--- src/rtl/adv_pkg.sv ---
package adv_pkg;

  // Scheme constants.
  localparam int VELOCITY_HALF_RANGE = 5;
  localparam int VELOCITY_COUNT      = 11;
  localparam int FRACTION_BITS       = 16;

  // Fixed field widths.
  localparam int VEL_W  = 4;
  localparam int CELL_W = 17;
  localparam int DIFF_W = CELL_W + 1;

  localparam logic [CELL_W-1:0] ONE_Q16 = CELL_W'(65536);

  // Largest Courant magnitude, rounded half away from zero.
  localparam longint GAMMA_MAX =
    ((longint'(2 * VELOCITY_HALF_RANGE) << FRACTION_BITS) + longint'(VELOCITY_COUNT / 2))
    / longint'(VELOCITY_COUNT);
  localparam int GMAG_W  = $clog2(GAMMA_MAX + 1);
  localparam int GAMMA_W = GMAG_W + 1;
  localparam int MAG_W   = (VELOCITY_HALF_RANGE > 1) ? $clog2(VELOCITY_HALF_RANGE + 1) : 1;

  // Half the velocity count, added before dividing to round half away from zero.
  localparam longint HALF_COUNT = longint'(VELOCITY_COUNT / 2);

  // Datapath widths for the update t = u * 2^F - gamma * d.
  localparam int PROD_W = GAMMA_W + DIFF_W;
  localparam int T_W    = ((CELL_W + FRACTION_BITS > PROD_W) ?
                           (CELL_W + FRACTION_BITS) : PROD_W) + 2;

  // Queue sizes.
  localparam int CMDQ_DEPTH = 4;
  localparam int CMDQ_AW    = $clog2(CMDQ_DEPTH);
  localparam int CMDQ_CW    = $clog2(CMDQ_DEPTH + 1);
  localparam int OUTQ_DEPTH = 4;
  localparam int OUTQ_AW    = $clog2(OUTQ_DEPTH);
  localparam int OUTQ_CW    = $clog2(OUTQ_DEPTH + 1);

  // Courant magnitude table, indexed by the clamped velocity magnitude.
  typedef logic [VELOCITY_HALF_RANGE:0][GMAG_W-1:0] gamma_tab_t;

  // Quotient by the velocity count, worked out bit by bit at elaboration.
  function automatic longint div_by_count(longint num);
    longint quo;
    longint rem;
    quo = 0;
    rem = 0;
    for (int b = 62; b >= 0; b--) begin
      rem = (rem <<< 1) | ((num >>> b) & longint'(1));
      if (rem >= longint'(VELOCITY_COUNT)) begin
        rem = rem - longint'(VELOCITY_COUNT);
        quo = quo | (longint'(1) <<< b);
      end
    end
    return quo;
  endfunction

  function automatic gamma_tab_t gamma_table();
    gamma_tab_t tab;
    longint     num;
    for (int m = 0; m <= VELOCITY_HALF_RANGE; m++) begin
      num    = longint'(2 * m) << FRACTION_BITS;
      tab[m] = GMAG_W'(div_by_count(num + HALF_COUNT));
    end
    return tab;
  endfunction

  localparam gamma_tab_t GAMMA_TABLE = gamma_table();

  // Input transaction.
  typedef struct packed {
    logic signed [VEL_W-1:0] velocity;
    logic [CELL_W-1:0]       cell_value;
    logic                    last_in_row;
  } cell_item_t;

  // Result transaction.
  typedef struct packed {
    logic [CELL_W-1:0] new_value;
    logic              row_end;
    logic              last_of_run;
  } result_t;

  // Work for the back end: an optional computed result, then an optional
  // pass-through of the row's final cell.
  typedef struct packed {
    logic                      has_a;
    logic [CELL_W-1:0]         a_base;
    logic signed [DIFF_W-1:0]  a_diff;
    logic signed [GAMMA_W-1:0] gamma;
    logic                      a_row_end;
    logic                      a_last;
    logic                      has_b;
    logic [CELL_W-1:0]         b_value;
  } cmd_t;

  // Which half of a command the back end issues next.
  typedef enum logic {
    PH_FIRST,
    PH_SECOND
  } issue_phase_t;

endpackage

--- src/rtl/upwind_advection_row_stepper_top.sv ---
// Channel   Direction  Handshake               Payload
// -------   ---------  ---------               -------
// cells     in         push / full             cell_item (velocity, cell_value, last_in_row)
// results   out        pop / empty             result (new_value, row_end, last_of_run)
//
// One cell transaction is taken per cycle while full is low; its work passes
// through the command queue and the product stage into the output queue.
// The single multiplier issues one result per cycle while the output queue has
// room; the final cell of a leftward row gives two results, issued one after the other.
// A four-entry command queue decouples the front end from the back end, and a
// four-entry output queue lets results wait while new cells are still taken.
// Reset is synchronous and empties both queues and clears the held cell.
// full rises only when the command queue fills, as under a long output stall.
module upwind_advection_row_stepper_top (
  input  logic                clk,
  input  logic                rst,
  input  logic                push,
  output logic                full,
  input  adv_pkg::cell_item_t cell_item,
  output logic                empty,
  input  logic                pop,
  output adv_pkg::result_t    result
);
  import adv_pkg::*;

  logic cmd_push;
  cmd_t cmd_in;
  logic cmd_valid;
  logic cmd_pop;
  cmd_t cmd_head;

  // Front end: clamps, looks up gamma and classifies each transaction.
  adv_front u_front (
    .clk       (clk),
    .rst       (rst),
    .push      (push),
    .full      (full),
    .cell_item (cell_item),
    .cmd_push  (cmd_push),
    .cmd       (cmd_in)
  );

  // Command queue between the two halves.
  adv_cmdq u_cmdq (
    .clk    (clk),
    .rst    (rst),
    .wr     (cmd_push),
    .wr_cmd (cmd_in),
    .full   (full),
    .rd     (cmd_pop),
    .valid  (cmd_valid),
    .head   (cmd_head)
  );

  // Back end: multiply, round, saturate and queue the results.
  adv_back u_back (
    .clk       (clk),
    .rst       (rst),
    .cmd_valid (cmd_valid),
    .cmd       (cmd_head),
    .cmd_pop   (cmd_pop),
    .pop       (pop),
    .empty     (empty),
    .result    (result)
  );

`ifndef SYNTHESIS
  // A command always carries at least one result.
  a_cmd_has_work: assert property (@(posedge clk) disable iff (rst)
    cmd_push |-> (cmd_in.has_a || cmd_in.has_b))
    else $error("command pushed without any result");

  // A row's final result always closes the run of its transaction.
  a_row_end_last: assert property (@(posedge clk) disable iff (rst)
    (!empty && result.row_end) |-> result.last_of_run)
    else $error("row end result not marked as last of run");

  // Results stay within the range zero to one.
  a_value_range: assert property (@(posedge clk) disable iff (rst)
    !empty |-> (result.new_value <= ONE_Q16))
    else $error("result above one");

  // A command is only popped while one is waiting.
  a_pop_valid: assert property (@(posedge clk) disable iff (rst)
    cmd_pop |-> cmd_valid)
    else $error("command queue popped while empty");
`endif

endmodule

--- src/rtl/adv_front.sv ---
module adv_front (
  input  logic                clk,
  input  logic                rst,
  input  logic                push,
  input  logic                full,
  input  adv_pkg::cell_item_t cell_item,
  output logic                cmd_push,
  output adv_pkg::cmd_t       cmd
);
  import adv_pkg::*;

  logic                      accept;
  logic                      vel_neg;
  logic                      vel_pos;
  logic [VEL_W-1:0]          vel_abs;
  logic [MAG_W-1:0]          vel_mag;
  logic [GMAG_W-1:0]         gamma_mag;
  logic signed [GAMMA_W-1:0] gamma;
  logic [CELL_W-1:0]         u;
  logic signed [DIFF_W-1:0]  diff;
  logic [CELL_W-1:0]         held_cell;
  logic                      held_valid;

  assign accept = push && !full;

  // Clamp the velocity and look up the signed Courant number.
  assign vel_neg = cell_item.velocity[VEL_W-1];
  assign vel_pos = !vel_neg && (cell_item.velocity != '0);
  assign vel_abs = vel_neg ? VEL_W'(-cell_item.velocity) : VEL_W'(cell_item.velocity);

  always_comb begin
    if (int'(vel_abs) > VELOCITY_HALF_RANGE) begin
      vel_mag = MAG_W'(VELOCITY_HALF_RANGE);
    end else begin
      vel_mag = MAG_W'(vel_abs);
    end
  end

  assign gamma_mag = GAMMA_TABLE[vel_mag];
  assign gamma     = vel_neg ? -$signed({1'b0, gamma_mag}) : $signed({1'b0, gamma_mag});

  // Saturate the cell to one and form the difference to the held cell.
  assign u    = (cell_item.cell_value > ONE_Q16) ? ONE_Q16 : cell_item.cell_value;
  assign diff = $signed({1'b0, u}) - $signed({1'b0, held_cell});

  // Classify the transaction into work for the back end.
  always_comb begin
    cmd.gamma   = gamma;
    cmd.b_value = u;
    if (vel_pos) begin
      cmd.has_a     = 1'b1;
      cmd.a_base    = u;
      cmd.a_diff    = held_valid ? diff : '0;
      cmd.a_row_end = cell_item.last_in_row;
      cmd.a_last    = 1'b1;
      cmd.has_b     = 1'b0;
    end else begin
      cmd.has_a     = held_valid;
      cmd.a_base    = held_cell;
      cmd.a_diff    = diff;
      cmd.a_row_end = 1'b0;
      cmd.a_last    = !cell_item.last_in_row;
      cmd.has_b     = cell_item.last_in_row;
    end
  end

  // A first cell of a leftward row gives no work yet.
  assign cmd_push = accept && (cmd.has_a || cmd.has_b);

  // Keep the previous cell of the current row.
  always_ff @(posedge clk) begin
    if (rst) begin
      held_valid <= 1'b0;
      held_cell  <= '0;
    end else if (accept) begin
      held_valid <= !cell_item.last_in_row;
      held_cell  <= u;
    end
  end

endmodule

--- src/rtl/adv_cmdq.sv ---
module adv_cmdq (
  input  logic          clk,
  input  logic          rst,
  input  logic          wr,
  input  adv_pkg::cmd_t wr_cmd,
  output logic          full,
  input  logic          rd,
  output logic          valid,
  output adv_pkg::cmd_t head
);
  import adv_pkg::*;

  cmd_t               slots [CMDQ_DEPTH];
  logic [CMDQ_AW-1:0] wptr;
  logic [CMDQ_AW-1:0] rptr;
  logic [CMDQ_CW-1:0] count;
  logic               do_wr;
  logic               do_rd;

  assign full  = (count == CMDQ_CW'(CMDQ_DEPTH));
  assign valid = (count != '0);
  assign head  = slots[rptr];
  assign do_wr = wr && !full;
  assign do_rd = rd && valid;

  // Pointers and fill level.
  always_ff @(posedge clk) begin
    if (rst) begin
      wptr  <= '0;
      rptr  <= '0;
      count <= '0;
    end else begin
      if (do_wr) begin
        wptr <= wptr + 1'b1;
      end
      if (do_rd) begin
        rptr <= rptr + 1'b1;
      end
      count <= count + CMDQ_CW'(do_wr) - CMDQ_CW'(do_rd);
    end
  end

  // Command storage.
  always_ff @(posedge clk) begin
    if (do_wr) begin
      slots[wptr] <= wr_cmd;
    end
  end

endmodule

--- src/rtl/adv_back.sv ---
module adv_back (
  input  logic             clk,
  input  logic             rst,
  input  logic             cmd_valid,
  input  adv_pkg::cmd_t    cmd,
  output logic             cmd_pop,
  input  logic             pop,
  output logic             empty,
  output adv_pkg::result_t result
);
  import adv_pkg::*;

  issue_phase_t              phase;
  issue_phase_t              phase_next;
  logic                      issue_a;
  logic                      last_op;
  logic                      can_issue;
  logic                      issue;
  logic [CELL_W-1:0]         op_base;
  logic signed [GAMMA_W-1:0] op_gamma;
  logic signed [DIFF_W-1:0]  op_diff;
  logic                      op_row_end;
  logic                      op_last;
  logic signed [PROD_W-1:0]  op_prod;

  logic                      s1_valid;
  logic [CELL_W-1:0]         s1_base;
  logic signed [PROD_W-1:0]  s1_prod;
  logic                      s1_row_end;
  logic                      s1_last;

  localparam logic [T_W-1:0] ROUND_HALF = T_W'(1) << (FRACTION_BITS - 1);

  logic signed [T_W-1:0]         t_full;
  logic [T_W-1:0]                t_round;
  logic [T_W-FRACTION_BITS-1:0]  rounded;
  logic [CELL_W-1:0]             value;
  result_t                       res_wr;

  result_t            outq [OUTQ_DEPTH];
  logic [OUTQ_AW-1:0] wptr;
  logic [OUTQ_AW-1:0] rptr;
  logic [OUTQ_CW-1:0] count;
  logic               do_rd;

  // Issue only while the output queue has room for everything in flight.
  assign can_issue = cmd_valid &&
                     ((OUTQ_CW + 1)'(count) + (OUTQ_CW + 1)'(s1_valid) <
                      (OUTQ_CW + 1)'(OUTQ_DEPTH));
  assign issue_a   = (phase == PH_FIRST) && cmd.has_a;
  assign last_op   = !issue_a || !cmd.has_b;
  assign issue     = can_issue;

  // Next phase of the command being issued.
  always_comb begin
    phase_next = phase;
    if (issue) begin
      phase_next = last_op ? PH_FIRST : PH_SECOND;
    end
  end

  // Operands of the issued operation: a pass-through runs with zero gamma.
  always_comb begin
    cmd_pop = issue && last_op;
    if (issue_a) begin
      op_base    = cmd.a_base;
      op_gamma   = cmd.gamma;
      op_diff    = cmd.a_diff;
      op_row_end = cmd.a_row_end;
      op_last    = cmd.a_last;
    end else begin
      op_base    = cmd.b_value;
      op_gamma   = '0;
      op_diff    = '0;
      op_row_end = 1'b1;
      op_last    = 1'b1;
    end
  end

  assign op_prod = op_gamma * op_diff;

  always_ff @(posedge clk) begin
    if (rst) begin
      phase    <= PH_FIRST;
      s1_valid <= 1'b0;
    end else begin
      phase    <= phase_next;
      s1_valid <= issue;
    end
  end

  // Product stage.
  always_ff @(posedge clk) begin
    if (issue) begin
      s1_base    <= op_base;
      s1_prod    <= op_prod;
      s1_row_end <= op_row_end;
      s1_last    <= op_last;
    end
  end

  // Subtract, round half up and saturate to the range zero to one.
  assign t_full  = $signed({{(T_W - CELL_W - FRACTION_BITS){1'b0}}, s1_base,
                            {FRACTION_BITS{1'b0}}}) - T_W'(s1_prod);
  assign t_round = $unsigned(t_full) + ROUND_HALF;
  assign rounded = t_round[T_W-1:FRACTION_BITS];

  always_comb begin
    if (t_full[T_W-1]) begin
      value = '0;
    end else if (rounded > (T_W - FRACTION_BITS)'(ONE_Q16)) begin
      value = ONE_Q16;
    end else begin
      value = rounded[CELL_W-1:0];
    end
  end

  assign res_wr.new_value   = value;
  assign res_wr.row_end     = s1_row_end;
  assign res_wr.last_of_run = s1_last;

  // Output queue: room is reserved at issue time, so writes never overflow.
  assign empty  = (count == '0);
  assign result = outq[rptr];
  assign do_rd  = pop && !empty;

  always_ff @(posedge clk) begin
    if (rst) begin
      wptr  <= '0;
      rptr  <= '0;
      count <= '0;
    end else begin
      if (s1_valid) begin
        wptr <= wptr + 1'b1;
      end
      if (do_rd) begin
        rptr <= rptr + 1'b1;
      end
      count <= count + OUTQ_CW'(s1_valid) - OUTQ_CW'(do_rd);
    end
  end

  always_ff @(posedge clk) begin
    if (s1_valid) begin
      outq[wptr] <= res_wr;
    end
  end

endmodule

--- config.mk ---
export PLATFORM = sky130hd
export DESIGN_NAME = upwind_advection_row_stepper_top
export DESIGN_NICKNAME = d
export VERILOG_FILES = /design/src/rtl/adv_pkg.sv /design/src/rtl/upwind_advection_row_stepper_top.sv /design/src/rtl/adv_front.sv /design/src/rtl/adv_cmdq.sv /design/src/rtl/adv_back.sv
export SDC_FILE = /design/constraint.sdc
export NUM_CORES = 1
export LEC_CHECK = 0
export ABC_AREA = 1
export BUFFER_PORTS_ARGS = -buffer_cell sky130_fd_sc_hd__buf_2
export CORE_MARGIN = 4
export CORE_UTILIZATION = 45
export DETAILED_ROUTE_END_ITERATION = 8
export PLACE_DENSITY = 0.63
export RECOVER_POWER = 100
export SYNTH_ARGS = -nofsm -noshare
export SYNTH_HDL_FRONTEND = slang
export SYNTH_HIERARCHICAL = 1
export SYNTH_SLANG_ARGS = --single-unit
--- constraint.sdc ---
create_clock -name clk -period 7.83 [get_ports clk]
set_input_delay 0.783 -clock clk [delete_from_list [all_inputs] [get_ports clk]]
set_output_delay 0.783 -clock clk [all_outputs]
set_load 0.1 [all_outputs]
### After elaboration in Yosys (flattened, before gate mapping)

Memories as Yosys holds them, arrays and structs flattened. A register that Yosys moved wholly into a read port is not among the register bits.
Index checks and enable logic that the tools add are counted.

| cells by class | value |
|---|---|
| add/subtract/negate cells | 14 |
| multiply operators | 1 |
| div/mod/pow operators | 0 |
| magnitude comparators | 5 |
| eq/ne operators | 1 |
| shift operators | 0 |
| mux-type cells | 22 |
| bitwise operators | 1 |
| reduce and logical (&&, ||, !) cells | 20 |

Operators with widths:

| operator | number |
|---|---|
| 17-bit two-way mux | 6 |
| 37-bit by 16-bit adder with 37-bit output (second input constant) | 1 |
| 18-bit two-way mux | 2 |
| 36-bit two-way mux | 1 |
| 34-bit by 35-bit subtractor with 36-bit output | 1 |
| 17-bit by 18-bit multiplier with 35-bit output | 1 |
| 21-bit by 17-bit > comparator with 1-bit output (second input constant) | 1 |
| 17-bit by 17-bit subtractor with 18-bit output | 1 |
| 17-bit > comparator (second input constant) | 1 |
| 16-bit negator with 17-bit output | 1 |
| 16-bit two-way mux | 1 |
| 1-bit logical AND | 9 |
| 2-bit by 1-bit adder with 2-bit output (second input constant) | 4 |
| 2-bit two-way mux | 4 |
| 3-bit by 1-bit adder with 3-bit output | 2 |
| 1-bit logical NOT | 6 |
| 3-bit two-way mux | 2 |
| 3-bit by 1-bit subtractor with 3-bit output | 2 |
| 1-bit two-way mux | 5 |
| 3-bit by 1-bit adder with 4-bit output | 1 |
| 4-bit by 3-bit > comparator with 1-bit output (second input constant) | 1 |
| 3-bit by 4-bit < comparator with 1-bit output (second input constant) | 1 |
| 4-bit by 3-bit < comparator with 1-bit output (second input constant) | 1 |
| 4-bit two-way mux | 1 |
| 7 further kinds | 8 |

| word-level totals | value |
|---|---|
| register bits | 88 |
| latch bits | 0 |
| RAM bits | 368 |
| memory bits (read-only) | 128 |
| input port bits | 26 |
| word-level logic and storage cells | 81 |
| memories kept | 3 |

Memory list:

| name | depth | bits a word | rd ports | clocked after Yosys merged registers in | wr ports | RTL line | RTL |
|---|---|---|---|---|---|---|---|
| u_cmdq.slots | 4 | 73 | 1 | 1 | 1 | adv_cmdq.sv:13 | `cmd_t slots [CMDQ_DEPTH];` |
| (no name shown) | 8 | 16 | 1 | 0 | 0 | adv_front.sv:39 | `assign gamma_mag = GAMMA_TABLE[vel_mag];` |
| u_back.outq | 4 | 19 | 1 | 1 | 1 | adv_back.sv:40 | `result_t outq [OUTQ_DEPTH];` |

### Longest topological paths before layout

| logic depth | value |
|---|---|
| depth after elaboration | 10 |
| gate-level depth with buffers | 42 |
| depth with buffers taken out | 38 |

### Hierarchy

The synthesis kept the hierarchy.

Modules (own cells, without submodules):

| module | times used | cells each | area each (µm²) | sequential area each (µm²) |
|---|---|---|---|---|
| adv_back | 1 | 2279 | 19102.1 | 4124.0 |
| adv_cmdq | 1 | 772 | 11315.9 | 8948.6 |
| adv_front | 1 | 446 | 2593.7 | 360.3 |

### Worst setup path before layout

OpenSTA, ideal clock, no wires.

| timing | value |
|---|---|
| kind | reg2reg |
| start | register (tool-made name) |
| end | register u_back.s1_prod[34] (data pin) |
| library setup time | 0.256 ns |
| arrival time | 7.086 ns |
| data required time | 7.574 ns |
| slack | 0.488 ns |
| stages on the path, launching flop included | 40 |
| path through | dfxtp_1 buf_6 inv_4 buf_6 buf_6 nor2_1 o22ai_1 inv_1 nor2_1 clkinv_1 clkbuf_1 nor2_1 nand2_1 fa_1 inv_1 fa_1 inv_1 fa_1 [... 4 more ...] fa_1 inv_1 ha_1 nand2_1 nor2_1 and3_1 a21oi_1 o21bai_1 a21o_1 nand2_1 nand2_1 nand2_1 nand2_1 inv_1 nor2_1 nor2_1 nand2_1 nand2_1 |

RTL lines:

| element | RTL line | RTL |
|---|---|---|
| end signal, assigned | adv_back.sv:96 | `s1_prod <= op_prod;` |
| end, declared | adv_back.sv:28 | `logic signed [PROD_W-1:0] s1_prod;` |

==> flow_metrics.py <==
metrics = {
    "route": {
        "drt.antenna.violating_nets": 0,
        "routed_wl_um": 82400,
        "drc": 0,
        "dr.pass1.iters": 5,
        "vias_per_cell": 5.18,
        "wl_per_cell_um": 17.9,
        "drt-initial-drc-count": 1851,
        "vias": 23800,
    },
    "synthesis": {
        "yosys.area_share.simple": 0.163,
        "synth_fa_ha_area_frac": 0.244,
        "yosys-top-cells-count": "inv_1 (626), nand2_1 (541), nor2_1 (529)",
        "async_reset_ff_frac": 0,
        "synth_ff_type": "edfxtp_1",
        "synth_top_area_frac": 0.384,
        "synth_top_family_by_area": "adder cells",
        "synth_compound_area_frac": 0.0829,
        "synth.area.mux_share": 0,
        "syn_area_per_cell_um2": 9.44,
        "syn_nets": 3978,
        "synthTopCellsByArea": "edfxtp_1 (38%), fa_1 (19%), inv_1 (7.1%)",
        "synth-seq-area-share": 0.407,
        "synth_xor_area_frac": 0.0130,
        "ys_types": 55,
        "synth_area_mm2": 0.0330,
        "synthCells": 3497,
        "ys_ff_latch": 460,
        "yosysTopAreaCell": "edfxtp_1",
        "yosysMostFrequentCell": "inv_1",
        "synth_edf_count": 422,
        "yosysWarnings": 6,
    },
    "die": {
        "rows": 99,
        "coreArea_mm2": 0.0728,
        "die_h_um": 279,
        "start_util": 0.453,
        "die_w_um": 279,
        "die_area_mm2": 0.0778,
        "ios": 47,
    },
    "placement": {
        "place.gp.congestion": 0.954,
        "port_buffers": 46,
        "place_inst": 4503,
        "dp_hpwl_um": 62600,
        "placed_cell_area_mm2": 0.0347,
    },
    "finish": {
        "nets": 4076,
        "design_area_mm2": 0.0362,
        "layoutNonFillerInstCount": 4593,
        "drive_gt1_frac": 0.0746,
        "fillers": 6880,
        "post-route-util": 0.496,
        "seqCellArea_mm2": 0.0134,
        "area_growth_pct": 9.51,
        "multi_input_area_mm2": 0.0165,
    },
    "sta": {
        "slew_headroom": -0.889,
        "setup_viol": 0,
        "slew_viol_final": 349,
        "fin_skew_ps": 32.0,
        "worst_pin_slew_ps": 2830,
        "grt_setup_unrepaired": "no",
        "setup_tns_ps": 0,
        "fmax_mhz": 136,
        "hold_viol": 0,
        "min_period_ps": 7360,
        "finalCritPeriodShare": 0.940,
    },
    "clocking": {
        "insertion_delay_ps": 600,
        "cts_buffers": 49,
        "tritoncts": "yes",
        "h-tree-depth": 2,
        "cts_sinks": 460,
        "clockRootBuffer": "clkbuf_16",
        "cts_setup_buffers": 0,
        "cts.path.max_buffers": 3,
        "clkTransAtPathRegs_ps": 60,
    },
    "setup_path": {
        "critPathMaxFanout": 60,
        "cp_data_arrival_time_ps": 7690,
        "slowest_delay_ps": 540,
        "path_class": "reg -> reg",
        "required_ps": 8160,
        "startpoint_type": "flop",
        "crit_top_cell": "nand2_1",
        "critPathSlowestCell": "fa_1",
        "cp-end-kind": "flop",
    },
    "global_routing": {
        "grt_usage": 0.211,
        "grt_pass1_vias": 23700,
        "grt_max_degree": 65,
        "grt.overflow.total": 0,
        "antenna_found_initial": 1,
        "grt_first_pass_wirelength_um": 129000,
    },
    "hold_path": {
        "hp-class": "in -> reg",
    },
    "status": {
        "violations": "capacitance limit, slew limit",
        "status": "finished with violations",
    },
    "run": {
        "max_cap_viol_count": 9,
    },
}
[registers in the layout, indices dropped and copies added, names as in the netlist, named ones only]
| name | flops |
|---|---|
| u_back/phase | 1 |
| u_back/s1_base | 17 |
| u_back/s1_prod | 35 |
| u_front/held_cell | 17 |
| u_back/s1_valid | 1 |
| u_cmdq/wptr | 2 |
| u_back/s1_last | 1 |
| u_cmdq/count | 3 |
| u_back/rptr | 2 |
| u_front/held_valid | 1 |
| u_back/s1_row_end | 1 |
| u_cmdq/slots | 292 |
| u_back/wptr | 2 |
| u_back/count | 3 |
| u_back/outq | 76 |
| u_cmdq/rptr | 2 |
[final timing paths]
check | cells after the start | slack (ps) | to | start
hold / removal | 2 | 470 | u_front/held_valid$_SDFFE_PP0P_ | cell_item[0]
setup / recovery | 34 | 470 | u_back/s1_prod[34]$_DFFE_PP_ | flop
hold reg to reg | 2 | 490 | u_cmdq/rptr[0]$_SDFFE_PP0P_ | u_cmdq/rptr[0]$_SDFFE_PP0P_
setup reg to reg | 34 | 470 | u_back/s1_prod[34]$_DFFE_PP_ | flop
[routing by layer]
metal	track usage	part of all wire	up-vias
met5	0	0	-
met4	0.0560	0.027	0
met3	0.0415	0.070	146
met2	0.351	0.47	655
met1	0.286	0.43	11600
li1	-	-	11400
[critical path: cells and delay by family, from the launching register on]
kind                       cells  cell delay, ps
buffers and inverters          9            1110
adders and majority gates      7            3230
and+or+nand+nor               13            1310
DFF                            1             380
AOI/OAI and AO/OA              5            1050
[layout by cell type (no fill, tap or decap), types with 7 or more instances in the layout]
cell	netlist	layout
clkbuf_1	51	43
nand3_2	10	7
nand4_1	19	19
xnor2_1	20	20
nand2_1	541	546
nor2_1	529	534
nand2_2	26	24
inv_1	626	628
a21o_1	8	8
o21ai_1	74	72
inv_2	11	10
a21oi_1	100	100
nand3_1	82	85
edfxtp_1	422	422
nor3_1	18	18
a21boi_0	7	7
ha_1	141	141
clkinv_1	12	18
dfxtp_1	38	36
o22ai_1	92	91
buf_2	8	22
nor2_4	8	7
nor2_2	24	20
o21bai_1	8	8
fa_1	314	314
o21ai_0	190	194
clkinv_2	1	9
clkbuf_16	0	49
xor2_1	29	29
buf_4	11	82
[area by class of cell]
cell class                 count  area share
clock buffer                  62      0.0355
tap                          959      0.0332
sequential                   460       0.372
antenna                        1   0.0000692
timing repair buffer         143      0.0261
multi-input combinational   2290       0.458
inverter                     651      0.0677
clock inverter                27     0.00813
[through the flow]
step,worst slack [ps],hold slack (ps)
2_1_floorplan,488,448
3_3_place_gp,400,460
3_5_place_dp,376,476
4_1_cts,346,443
5_1_grt,25.4,466
6_report,472,473
[timing repair]
action / 4_1_cts / 5_1_grt
setup endpoints to repair: 0 / 3
hold buffers: 0 / 0
gates resized for setup: 0 / 3
[kinds of logic after synthesis]
kind of cell	after synthesis
flops	460
compound gates	499
buf+inv	747
xor+xnor	49
fa+ha+maj	455
simple gates	1287
Power is left out: the tool's default activity adds up to more than one toggle a clock period on the data nets, which glitch-free logic cannot reach.
